### src/rtl/core/cws_pkg.sv
// shared types and constants for the command-line word splitter
`timescale 1ns / 1ps

package cws_pkg;

   // parser modes
   typedef enum logic [2:0] {
      MODE_NORMAL = 3'd0,
      MODE_SEP    = 3'd1,
      MODE_ESC    = 3'd2,
      MODE_DQ     = 3'd3,
      MODE_SQ     = 3'd4
   } mode_type;

   // result kinds
   localparam logic [1:0] KIND_BYTE    = 2'd0;
   localparam logic [1:0] KIND_ARG_END = 2'd1;
   localparam logic [1:0] KIND_CMD_END = 2'd2;

   // special bytes
   localparam logic [7:0] CH_NUL    = 8'h00;
   localparam logic [7:0] CH_BSLASH = 8'h5C;
   localparam logic [7:0] CH_DQUOTE = 8'h22;
   localparam logic [7:0] CH_SQUOTE = 8'h27;
   localparam logic [7:0] CH_SPACE  = 8'h20;

   // parser state
   typedef struct packed {
      mode_type   mode;
      mode_type   saved;
      logic       pending;
      logic [7:0] count;
   } state_type;

   // one result item
   typedef struct packed {
      logic [1:0] kind;
      logic [7:0] out_byte;
      logic [7:0] arg_index;
      logic       last;
   } rsp_type;

   // everything one input byte produces
   typedef struct packed {
      state_type  nxt;
      logic [1:0] n;
      rsp_type    r0;
      rsp_type    r1;
      logic       cmd_end;
   } step_type;

endpackage

### src/rtl/core/cws_req_if.sv
// input channel interface: command bytes
`timescale 1ns / 1ps

interface cws_req_if;
   logic       valid;
   logic       ready;
   logic [7:0] ch;
   logic       finish;

   modport source (output valid, output ch, output finish, input ready);
   modport sink (input valid, input ch, input finish, output ready);
endinterface

### src/rtl/core/cws_rsp_if.sv
// result channel interface: argument bytes and marks
`timescale 1ns / 1ps

interface cws_rsp_if;
   logic       valid;
   logic       ready;
   logic [1:0] kind;
   logic [7:0] out_byte;
   logic [7:0] arg_index;
   logic       last;

   modport source (output valid, output kind, output out_byte, output arg_index,
                   output last, input ready);
   modport sink (input valid, input kind, input out_byte, input arg_index,
                 input last, output ready);
endinterface

### src/rtl/core/command_line_word_splitter_top.sv
// top level of the command-line word splitter
// Splits a stream of command bytes into arguments. Each accepted byte is held in
// an input register, parsed against the parser state and written as zero, one
// or two result transfers into a two-entry result buffer. A new byte is taken
// every cycle while results drain one per cycle and no byte yields two results;
// a byte that yields two (an argument end plus a byte or a command end) holds
// off the next byte until its second result drains through the single result
// port. Each byte passes the input register and then the result buffer before
// its first result appears. finish or a zero byte ends the command: a pending
// argument is closed, a command-end mark follows, and the parser returns to its
// reset state. Argument indexes saturate at min(MAX_ARGS, 255).
`timescale 1ns / 1ps

module command_line_word_splitter_top #(
   parameter int MAX_ARGS = 255
) (
   input logic     clock,
   input logic     reset,
   cws_req_if.sink   req_chan,
   cws_rsp_if.source rsp_chan
);
   import cws_pkg::*;

   localparam logic [7:0] ARG_CAP = 8'((MAX_ARGS < 255) ? MAX_ARGS : 255);

   logic       in_valid_ff;
   logic [7:0] in_ch_ff;
   logic       in_finish_ff;
   state_type  state_ff;
   rsp_type    slot0_ff;
   rsp_type    slot1_ff;
   logic [1:0] cnt_ff;
   step_type   step;
   logic       pop;
   logic       move;

   // parser step
   cws_step #(
      .MAX_ARGS (MAX_ARGS)
   ) u_step (
      .cur    (state_ff),
      .ch     (in_ch_ff),
      .finish (in_finish_ff),
      .step   (step)
   );

   // handshake control
   assign pop  = rsp_chan.ready && (cnt_ff != 2'd0);
   assign move = in_valid_ff && ((cnt_ff == 2'd0) || (cnt_ff == 2'd1 && pop));
   assign req_chan.ready = !in_valid_ff || move;

   // input register
   always_ff @(posedge clock) begin
      if (reset) begin
         in_valid_ff <= 1'b0;
      end else if (req_chan.ready) begin
         in_valid_ff <= req_chan.valid;
      end
      if (req_chan.valid && req_chan.ready) begin
         in_ch_ff     <= req_chan.ch;
         in_finish_ff <= req_chan.finish;
      end
   end

   // parser state
   always_ff @(posedge clock) begin
      if (reset) begin
         state_ff <= '{mode: MODE_NORMAL, saved: MODE_NORMAL, pending: 1'b0, count: 8'd0};
      end else if (move) begin
         state_ff <= step.nxt;
      end
   end

   // result buffer
   always_ff @(posedge clock) begin
      if (reset) begin
         cnt_ff <= 2'd0;
      end else if (move) begin
         cnt_ff <= step.n;
      end else if (pop) begin
         cnt_ff <= cnt_ff - 2'd1;
      end
      if (move) begin
         slot0_ff <= step.r0;
         slot1_ff <= step.r1;
      end else if (pop) begin
         slot0_ff <= slot1_ff;
      end
   end

   // result transfer
   assign rsp_chan.valid     = (cnt_ff != 2'd0);
   assign rsp_chan.kind      = slot0_ff.kind;
   assign rsp_chan.out_byte  = slot0_ff.out_byte;
   assign rsp_chan.arg_index = slot0_ff.arg_index;
   assign rsp_chan.last      = slot0_ff.last;

   // checks
   a_count_cap: assert property (@(posedge clock) disable iff (reset)
      state_ff.count <= ARG_CAP)
      else $error("argument count beyond cap");

   a_pair_order: assert property (@(posedge clock) disable iff (reset)
      cnt_ff == 2'd2 |-> !slot0_ff.last && slot1_ff.last)
      else $error("result pair out of order");

   a_cmd_reset: assert property (@(posedge clock) disable iff (reset)
      move && step.cmd_end |=> state_ff.mode == MODE_NORMAL && state_ff.count == 8'd0
         && !state_ff.pending && rsp_chan.valid)
      else $error("command end did not restore parser");

   a_buf_limit: assert property (@(posedge clock) disable iff (reset)
      cnt_ff == 2'd2 |-> !move)
      else $error("result buffer overrun");

endmodule

### src/rtl/core/cws_step.sv
// combinational parser step: next state and up to two results for one byte
`timescale 1ns / 1ps

module cws_step #(
   parameter int MAX_ARGS = 255
) (
   input  cws_pkg::state_type cur,
   input  logic [7:0]         ch,
   input  logic               finish,
   output cws_pkg::step_type  step
);
   import cws_pkg::*;

   localparam logic [7:0] ARG_CAP = 8'((MAX_ARGS < 255) ? MAX_ARGS : 255);

   logic       do_close;
   logic       do_append;
   logic       do_cmd;
   logic       close_hit;
   mode_type   mode_nx;
   mode_type   saved_nx;
   logic [7:0] count_cl;
   rsp_type    e_close;
   rsp_type    e_app;
   rsp_type    e_cmd;

   // mode decisions
   always_comb begin
      do_close  = 1'b0;
      do_append = 1'b0;
      do_cmd    = 1'b0;
      mode_nx   = cur.mode;
      saved_nx  = cur.saved;
      if (finish || ch == CH_NUL) begin
         do_close = 1'b1;
         do_cmd   = 1'b1;
      end else begin
         case (ch)
            CH_BSLASH: begin
               case (cur.mode)
                  MODE_SEP: begin
                     do_close = 1'b1;
                     mode_nx  = MODE_ESC;
                     saved_nx = MODE_NORMAL;
                  end
                  MODE_NORMAL, MODE_DQ: begin
                     saved_nx = cur.mode;
                     mode_nx  = MODE_ESC;
                  end
                  MODE_ESC: begin
                     mode_nx   = cur.saved;
                     do_append = 1'b1;
                  end
                  MODE_SQ: ;
                  default: begin
                     saved_nx = MODE_NORMAL;
                     mode_nx  = MODE_ESC;
                  end
               endcase
            end
            CH_DQUOTE: begin
               case (cur.mode)
                  MODE_SEP: begin
                     do_close = 1'b1;
                     mode_nx  = MODE_DQ;
                  end
                  MODE_ESC: begin
                     mode_nx   = cur.saved;
                     do_append = 1'b1;
                  end
                  MODE_DQ: mode_nx = MODE_NORMAL;
                  MODE_SQ: do_append = 1'b1;
                  default: begin
                     saved_nx = MODE_NORMAL;
                     mode_nx  = MODE_DQ;
                  end
               endcase
            end
            CH_SQUOTE: begin
               case (cur.mode)
                  MODE_ESC: begin
                     do_append = 1'b1;
                     mode_nx   = cur.saved;
                  end
                  MODE_SEP: begin
                     do_close = 1'b1;
                     mode_nx  = MODE_SQ;
                  end
                  MODE_DQ: do_append = 1'b1;
                  MODE_SQ: mode_nx = cur.saved;
                  default: begin
                     saved_nx = MODE_NORMAL;
                     mode_nx  = MODE_SQ;
                  end
               endcase
            end
            CH_SPACE: begin
               case (cur.mode)
                  MODE_SEP: ;
                  MODE_ESC: begin
                     do_append = 1'b1;
                     mode_nx   = cur.saved;
                  end
                  MODE_DQ, MODE_SQ: do_append = 1'b1;
                  default: mode_nx = MODE_SEP;
               endcase
            end
            default: begin
               case (cur.mode)
                  MODE_SEP: begin
                     do_close  = 1'b1;
                     do_append = 1'b1;
                     mode_nx   = MODE_NORMAL;
                  end
                  MODE_ESC: begin
                     do_append = 1'b1;
                     mode_nx   = cur.saved;
                  end
                  MODE_DQ, MODE_SQ: do_append = 1'b1;
                  default: begin
                     do_append = 1'b1;
                     mode_nx   = MODE_NORMAL;
                  end
               endcase
            end
         endcase
      end
   end

   // argument close and saturating index
   assign close_hit = do_close && cur.pending;
   assign count_cl  = (close_hit && cur.count < ARG_CAP) ? cur.count + 8'd1 : cur.count;

   // candidate result items
   always_comb begin
      e_close = '{kind: KIND_ARG_END, out_byte: 8'd0, arg_index: cur.count, last: 1'b0};
      e_app   = '{kind: KIND_BYTE, out_byte: ch, arg_index: count_cl, last: 1'b0};
      e_cmd   = '{kind: KIND_CMD_END, out_byte: 8'd0, arg_index: count_cl, last: 1'b0};
   end

   // pack results in order and build next state
   always_comb begin
      step         = '0;
      step.cmd_end = do_cmd;
      if (close_hit) begin
         step.r0 = e_close;
         if (do_append) begin
            step.r1 = e_app;
            step.n  = 2'd2;
         end else if (do_cmd) begin
            step.r1 = e_cmd;
            step.n  = 2'd2;
         end else begin
            step.n = 2'd1;
         end
      end else if (do_append) begin
         step.r0 = e_app;
         step.n  = 2'd1;
      end else if (do_cmd) begin
         step.r0 = e_cmd;
         step.n  = 2'd1;
      end
      step.r0.last = (step.n == 2'd1);
      step.r1.last = 1'b1;

      if (do_cmd) begin
         step.nxt.mode    = MODE_NORMAL;
         step.nxt.saved   = MODE_NORMAL;
         step.nxt.pending = 1'b0;
         step.nxt.count   = 8'd0;
      end else begin
         step.nxt.mode    = mode_nx;
         step.nxt.saved   = saved_nx;
         step.nxt.pending = do_append ? 1'b1 : (close_hit ? 1'b0 : cur.pending);
         step.nxt.count   = count_cl;
      end
   end

endmodule
### src/flat_wrapper.sv
// flat-port wrapper written by rule: the top's interface ports become plain ports
module command_line_word_splitter_top_flat import cws_pkg::*;
#(
   parameter int MAX_ARGS = 255
)
  (clock, reset, req_chan_valid, req_chan_ch, req_chan_finish, req_chan_ready, rsp_chan_valid, rsp_chan_kind, rsp_chan_out_byte, rsp_chan_arg_index, rsp_chan_last, rsp_chan_ready);
  cws_req_if req_chan_i ();
  cws_rsp_if rsp_chan_i ();
  input logic clock;
  input logic reset;
  input wire logic [$bits(req_chan_i.valid)-1:0] req_chan_valid;
  input wire logic [$bits(req_chan_i.ch)-1:0] req_chan_ch;
  input wire logic [$bits(req_chan_i.finish)-1:0] req_chan_finish;
  output wire logic [$bits(req_chan_i.ready)-1:0] req_chan_ready;
  output wire logic [$bits(rsp_chan_i.valid)-1:0] rsp_chan_valid;
  output wire logic [$bits(rsp_chan_i.kind)-1:0] rsp_chan_kind;
  output wire logic [$bits(rsp_chan_i.out_byte)-1:0] rsp_chan_out_byte;
  output wire logic [$bits(rsp_chan_i.arg_index)-1:0] rsp_chan_arg_index;
  output wire logic [$bits(rsp_chan_i.last)-1:0] rsp_chan_last;
  input wire logic [$bits(rsp_chan_i.ready)-1:0] rsp_chan_ready;
  assign req_chan_i.valid = req_chan_valid;
  assign req_chan_i.ch = req_chan_ch;
  assign req_chan_i.finish = req_chan_finish;
  assign req_chan_ready = req_chan_i.ready;
  assign rsp_chan_valid = rsp_chan_i.valid;
  assign rsp_chan_kind = rsp_chan_i.kind;
  assign rsp_chan_out_byte = rsp_chan_i.out_byte;
  assign rsp_chan_arg_index = rsp_chan_i.arg_index;
  assign rsp_chan_last = rsp_chan_i.last;
  assign rsp_chan_i.ready = rsp_chan_ready;
  command_line_word_splitter_top #(.MAX_ARGS(MAX_ARGS)) u_core (.clock(clock), .reset(reset), .req_chan(req_chan_i), .rsp_chan(rsp_chan_i));
endmodule
### config.mk
export PLATFORM = sky130hd
export DESIGN_NAME = command_line_word_splitter_top_flat
export DESIGN_NICKNAME = d
export VERILOG_FILES = /design/src/rtl/core/cws_pkg.sv /design/src/rtl/core/cws_req_if.sv /design/src/rtl/core/cws_rsp_if.sv /design/src/rtl/core/command_line_word_splitter_top.sv /design/src/rtl/core/cws_step.sv /design/src/flat_wrapper.sv
export SDC_FILE = /design/constraint.sdc
export NUM_CORES = 1
export LEC_CHECK = 0
export BUFFER_PORTS_ARGS = -buffer_cell sky130_fd_sc_hd__clkbuf_2
export CORE_ASPECT_RATIO = 1.5
export CORE_UTILIZATION = 61
export CTS_BUF_LIST = sky130_fd_sc_hd__clkbuf_4 sky130_fd_sc_hd__clkbuf_8
export CTS_CLUSTER_DIAMETER = 30
export DETAILED_ROUTE_END_ITERATION = 10
export GPL_TIMING_DRIVEN = 0
export PLACE_DENSITY = 0.82
export SLEW_MARGIN = 15
export SYNTH_ARGS = -nofsm -noshare
export SYNTH_HDL_FRONTEND = slang
export SYNTH_SLANG_ARGS = --single-unit
### constraint.sdc
create_clock -name clock -period 3.1 [get_ports clock]
set_input_delay 0.31 -clock clock [delete_from_list [all_inputs] [get_ports clock]]
set_output_delay 0.31 -clock clock [all_outputs]
set_load 0.02 [all_outputs]
==> flow_summary_export.csv <==
group,metric,value,unit
run_status,outcome,"complete, no violations",
yosys,synth_top_area_cell,"edfxtp_1",
critical_path,arrival,3.00,ns
power_and_ir_drop,power_density,570.7,mW/mm2
route,detail_route.wl_per_cell,16.30,um
route,detail-route-antenna-nets,0,
floorplanning,die_w,60.75,um
route,vias,2429,
sta,setup-tns-final,0,ns
critical_path,worst_ep_required_time,3.18,ns
job,cap_violations,0,
place,hpwl,4584,um
yosys,netlist-cell-type-count,60,
sta,worst_slack,0.1858,ns
clock_network,cts.sinks,63,
worst_hold_path,min_from,"req_chan_ch[1]",
yosys,ys_seq_area_share,54.20,%
sta,period_share,94.01,%
yosys,synth_warnings,0,
route,drt_wl_total,6587,um
clock_network,cts-root-buf,"clkbuf_8",
global_routing,antenna_found_initial,0,
yosys,synth_cells,290,
power_and_ir_drop,p_comb_share,18.1,%
sta,whs,0.1432,ns
cells_and_area,final_common_cell,"edfxtp_1",
floorplanning,ios,34,
place,place_inst,388,
sta,period_needed,2.914,ns
yosys,syn_area,0.003158,mm2
place,place_ws,-0.02415,ns
floorplanning,fp-row-count,31,
cells_and_area,fillerInstances,375,
power_and_ir_drop,max-vdd-ir-drop,0.0004474,V
place,numPortBuffers,32,
critical_path,reg2reg_slack,0.19,ns
sta,fmax,0.3431,GHz
power_and_ir_drop,switching_share,28.85,%
route,viasPerCell,6.012,
floorplanning,die_area,0.005475,mm2
place,gp_congestion,0.8602,
power_and_ir_drop,p_int,0.001451,W
global_routing,grt_pass1_vias,2419,
sta,clock-skew-final,0.01299,ns
clock_network,clkLatencyLatePin,0.34,ns
clock_network,cts_hold_buf,0,
critical_path,rr_startpoint,"u_core.in_ch_ff[4]",
yosys,synth-async-reset-ratio,0,%
critical_path,crit_type,"register to register",
yosys,synth.avg_cell_area,10.89,um2
floorplanning,core,0.004887,mm2
route,first_pass_iters,5,
yosys,synth_seq_cells,63,
global_routing,grt-ovfl-total,0,
sta,setup-violations-final,0,
critical_path,start_kind,"register",
cells_and_area,drive_gt1_share,20.71,%
critical_path,reg2reg_depth,6,
critical_path,end_kind,"register",
cells_and_area,final_cell_mix,"45 x edfxtp_1, 33 x clkbuf_2, 23 x nand2_1",
clock_network,clk_pin_slew,0.07,ns
yosys,synth_nets,306,
clock_network,cts_made_buffers,9,
worst_hold_path,worst_hold_path.endpoint,"u_core.in_ch_ff[1]",
cells_and_area,insertedDiodeCount,0,
cells_and_area,final_cells,404,
worst_hold_path,hp-class,"input port to register",
power_and_ir_drop,clockPowerShare,30.1,%
power_and_ir_drop,pwr-share-seq,51.8,%
clock_network,htreeDepth,3,
global_routing,grt_max_degree,27,
sta,rsz0062_at_grt,"no",
power_and_ir_drop,power.leakage,1.221,nW
global_routing,grtUsageTotal,27.12,%
floorplanning,die_h,90.12,um
critical_path,r2r_end,"u_core.rsp_chan.arg_index[5]",
floorplanning,start_util,64.62,%
power_and_ir_drop,p_sw,0.0005887,W
yosys,yosys-top-cells-area,"edfxtp_1 43%, dfxtp_1 11%, a32o_1 2.9%",
yosys,ys_dominant_reg_cell,"edfxtp_1",
global_routing,grt_pass1_wl,11020,um
sta,tightest_slew,0.9358,ns
route,initialDrtViolationCount,186,
cells_and_area,syn_to_final_growth,13.19,%
yosys,synth_edf_count,45,
yosys,yosysTopAreaCellShare,42.79,%
worst_hold_path,worstHoldPathCells,1,
sta,max-slew-margin-rel,37.61,%
clock_network,clockBufferDepth,2,
sta,drv_slew,0,
clock_network,cts_tree,"yes",
sta,finalHoldViolations,0,
critical_path,worst-path-max-fanout,8,
cells_and_area,fin_nets,349,
route,drc,0,
==> how the worst max path moves through the flow <==
stage	startpoint	endpoint	slack (ns)
2_1_floorplan	u_core.in_ch_ff[4]	u_core.rsp_chan.out_byte[0]	0.51
3_3_place_gp	u_core.cnt_ff[0]	u_core.rsp_chan.out_byte[4]	0.06
3_5_place_dp	u_core.cnt_ff[0]	u_core.rsp_chan.out_byte[5]	-0.02
4_1_cts	u_core.in_ch_ff[4]	u_core.rsp_chan.arg_index[1]	0.11
5_1_grt	u_core.in_ch_ff[5]	u_core.rsp_chan.arg_index[5]	0.01
6_report	u_core.in_ch_ff[4]	u_core.rsp_chan.arg_index[5]	0.19
==> power by group through the flow <==
stage | Combinational [W] | Sequential, W | Clock (W)
after floorplan | 0.000190 | 0.00114 | 0
after global placement | 0.000360 | 0.00107 | 0
after detailed placement | 0.000368 | 0.00108 | 0
after CTS | 0.000371 | 0.00106 | 0.000617
after global routing | 0.000406 | 0.00107 | 0.000649
final | 0.000369 | 0.00106 | 0.000614
==> timing repair <==
action / in CTS / in global routing
endpoints found under the hold margin: 0 / 0
gates resized for setup: 1 / 1
setup buffers: 0 / 0
setup endpoints to repair: 19 / 8
==> routing by layer <==
metal / share of wire (%) / up-vias / GRT usage, %
met1: 39 / 1151 / 33.08
met5: 0 / - / 0
li1: - / 1175 / -
met4: 2.8 / 0 / 13.83
met3: 5.3 / 15 / 6.475
met2: 53 / 88 / 43.22
==> metrics by stage <==
stage	util, %	cell area (um2)	power (W)
2_1_floorplan	-	3158	0.001325
3_3_place_gp	69.59	3401	0.001433
3_5_place_dp	69.59	3401	0.001446
4_1_cts	73.09	3572	0.002047
5_1_grt	73.14	3575	0.002126
6_report	73.14	3575	0.002040
==> critical path, stage by stage (launching register included) <==
cell	delay (ns)
edfxtp_1	0.47
or4b_4	0.62
or3_4	0.44
and3_4	0.22
nor4_1	0.49
nor2_2	0.19
a22o_1	0.23
==> cell usage after synthesis (all sizes together) (3+ instances only) <==
cell and count:
a2111oi 3, a211o 3, a21oi 13, a22o 8, a31oi 4, a32o 9, and2 11, buf 4
clkbuf 13, dfxtp 18, edfxtp 45, ha 3, inv 9, mux2 4, mux2i 3, nand2 23
nand2b 6, nand3 10, nand4 4, nor2 24, nor3 9, nor3b 3, nor4 5, o21ai 11
or2 3, or3 6, xnor2 4, xor2 4
==> logic make-up after synthesis <==
group | after synthesis | synth area share [%]
AO/OA/AOI/OAI | 68 | 16.80
XOR/XNOR | 8 | 2.218
AND/OR/NAND/NOR | 115 | 20.05
flip-flops | 63 | 54.20
multiplexers | 7 | 2.377
buffers and inverters | 26 | 3.170
adder cells (fa/ha/maj) | 3 | 1.189
==> sequential cells by signal, indices dropped and copies added (netlist names) <==
name and count:
u_core.cnt_ff 2, u_core.rsp_chan.kind 2, u_core.state_ff 15, u_core.slot1_ff 17, u_core.rsp_chan.out_byte 8, u_core.in_finish_ff 1
u_core.rsp_chan.last 1, u_core.in_ch_ff 8, u_core.rsp_chan.arg_index 8, u_core.in_valid_ff 1
==> layout make-up <==
cell class                      instances  area (um2)  area share, %
Buffer                                 17       67.56          1.890
Clock inverter                          4       23.77         0.6650
Tap cell                               66       82.58          2.310
Timing Repair Buffer                   32       160.2          4.480
Inverter                                9       33.78         0.9450
Sequential cell                        63        1712          47.88
Multi-Input combinational cell        201        1349          37.73
Clock buffer                           12       146.4          4.095
No activity file was read; power rests on OpenSTA's default activity.
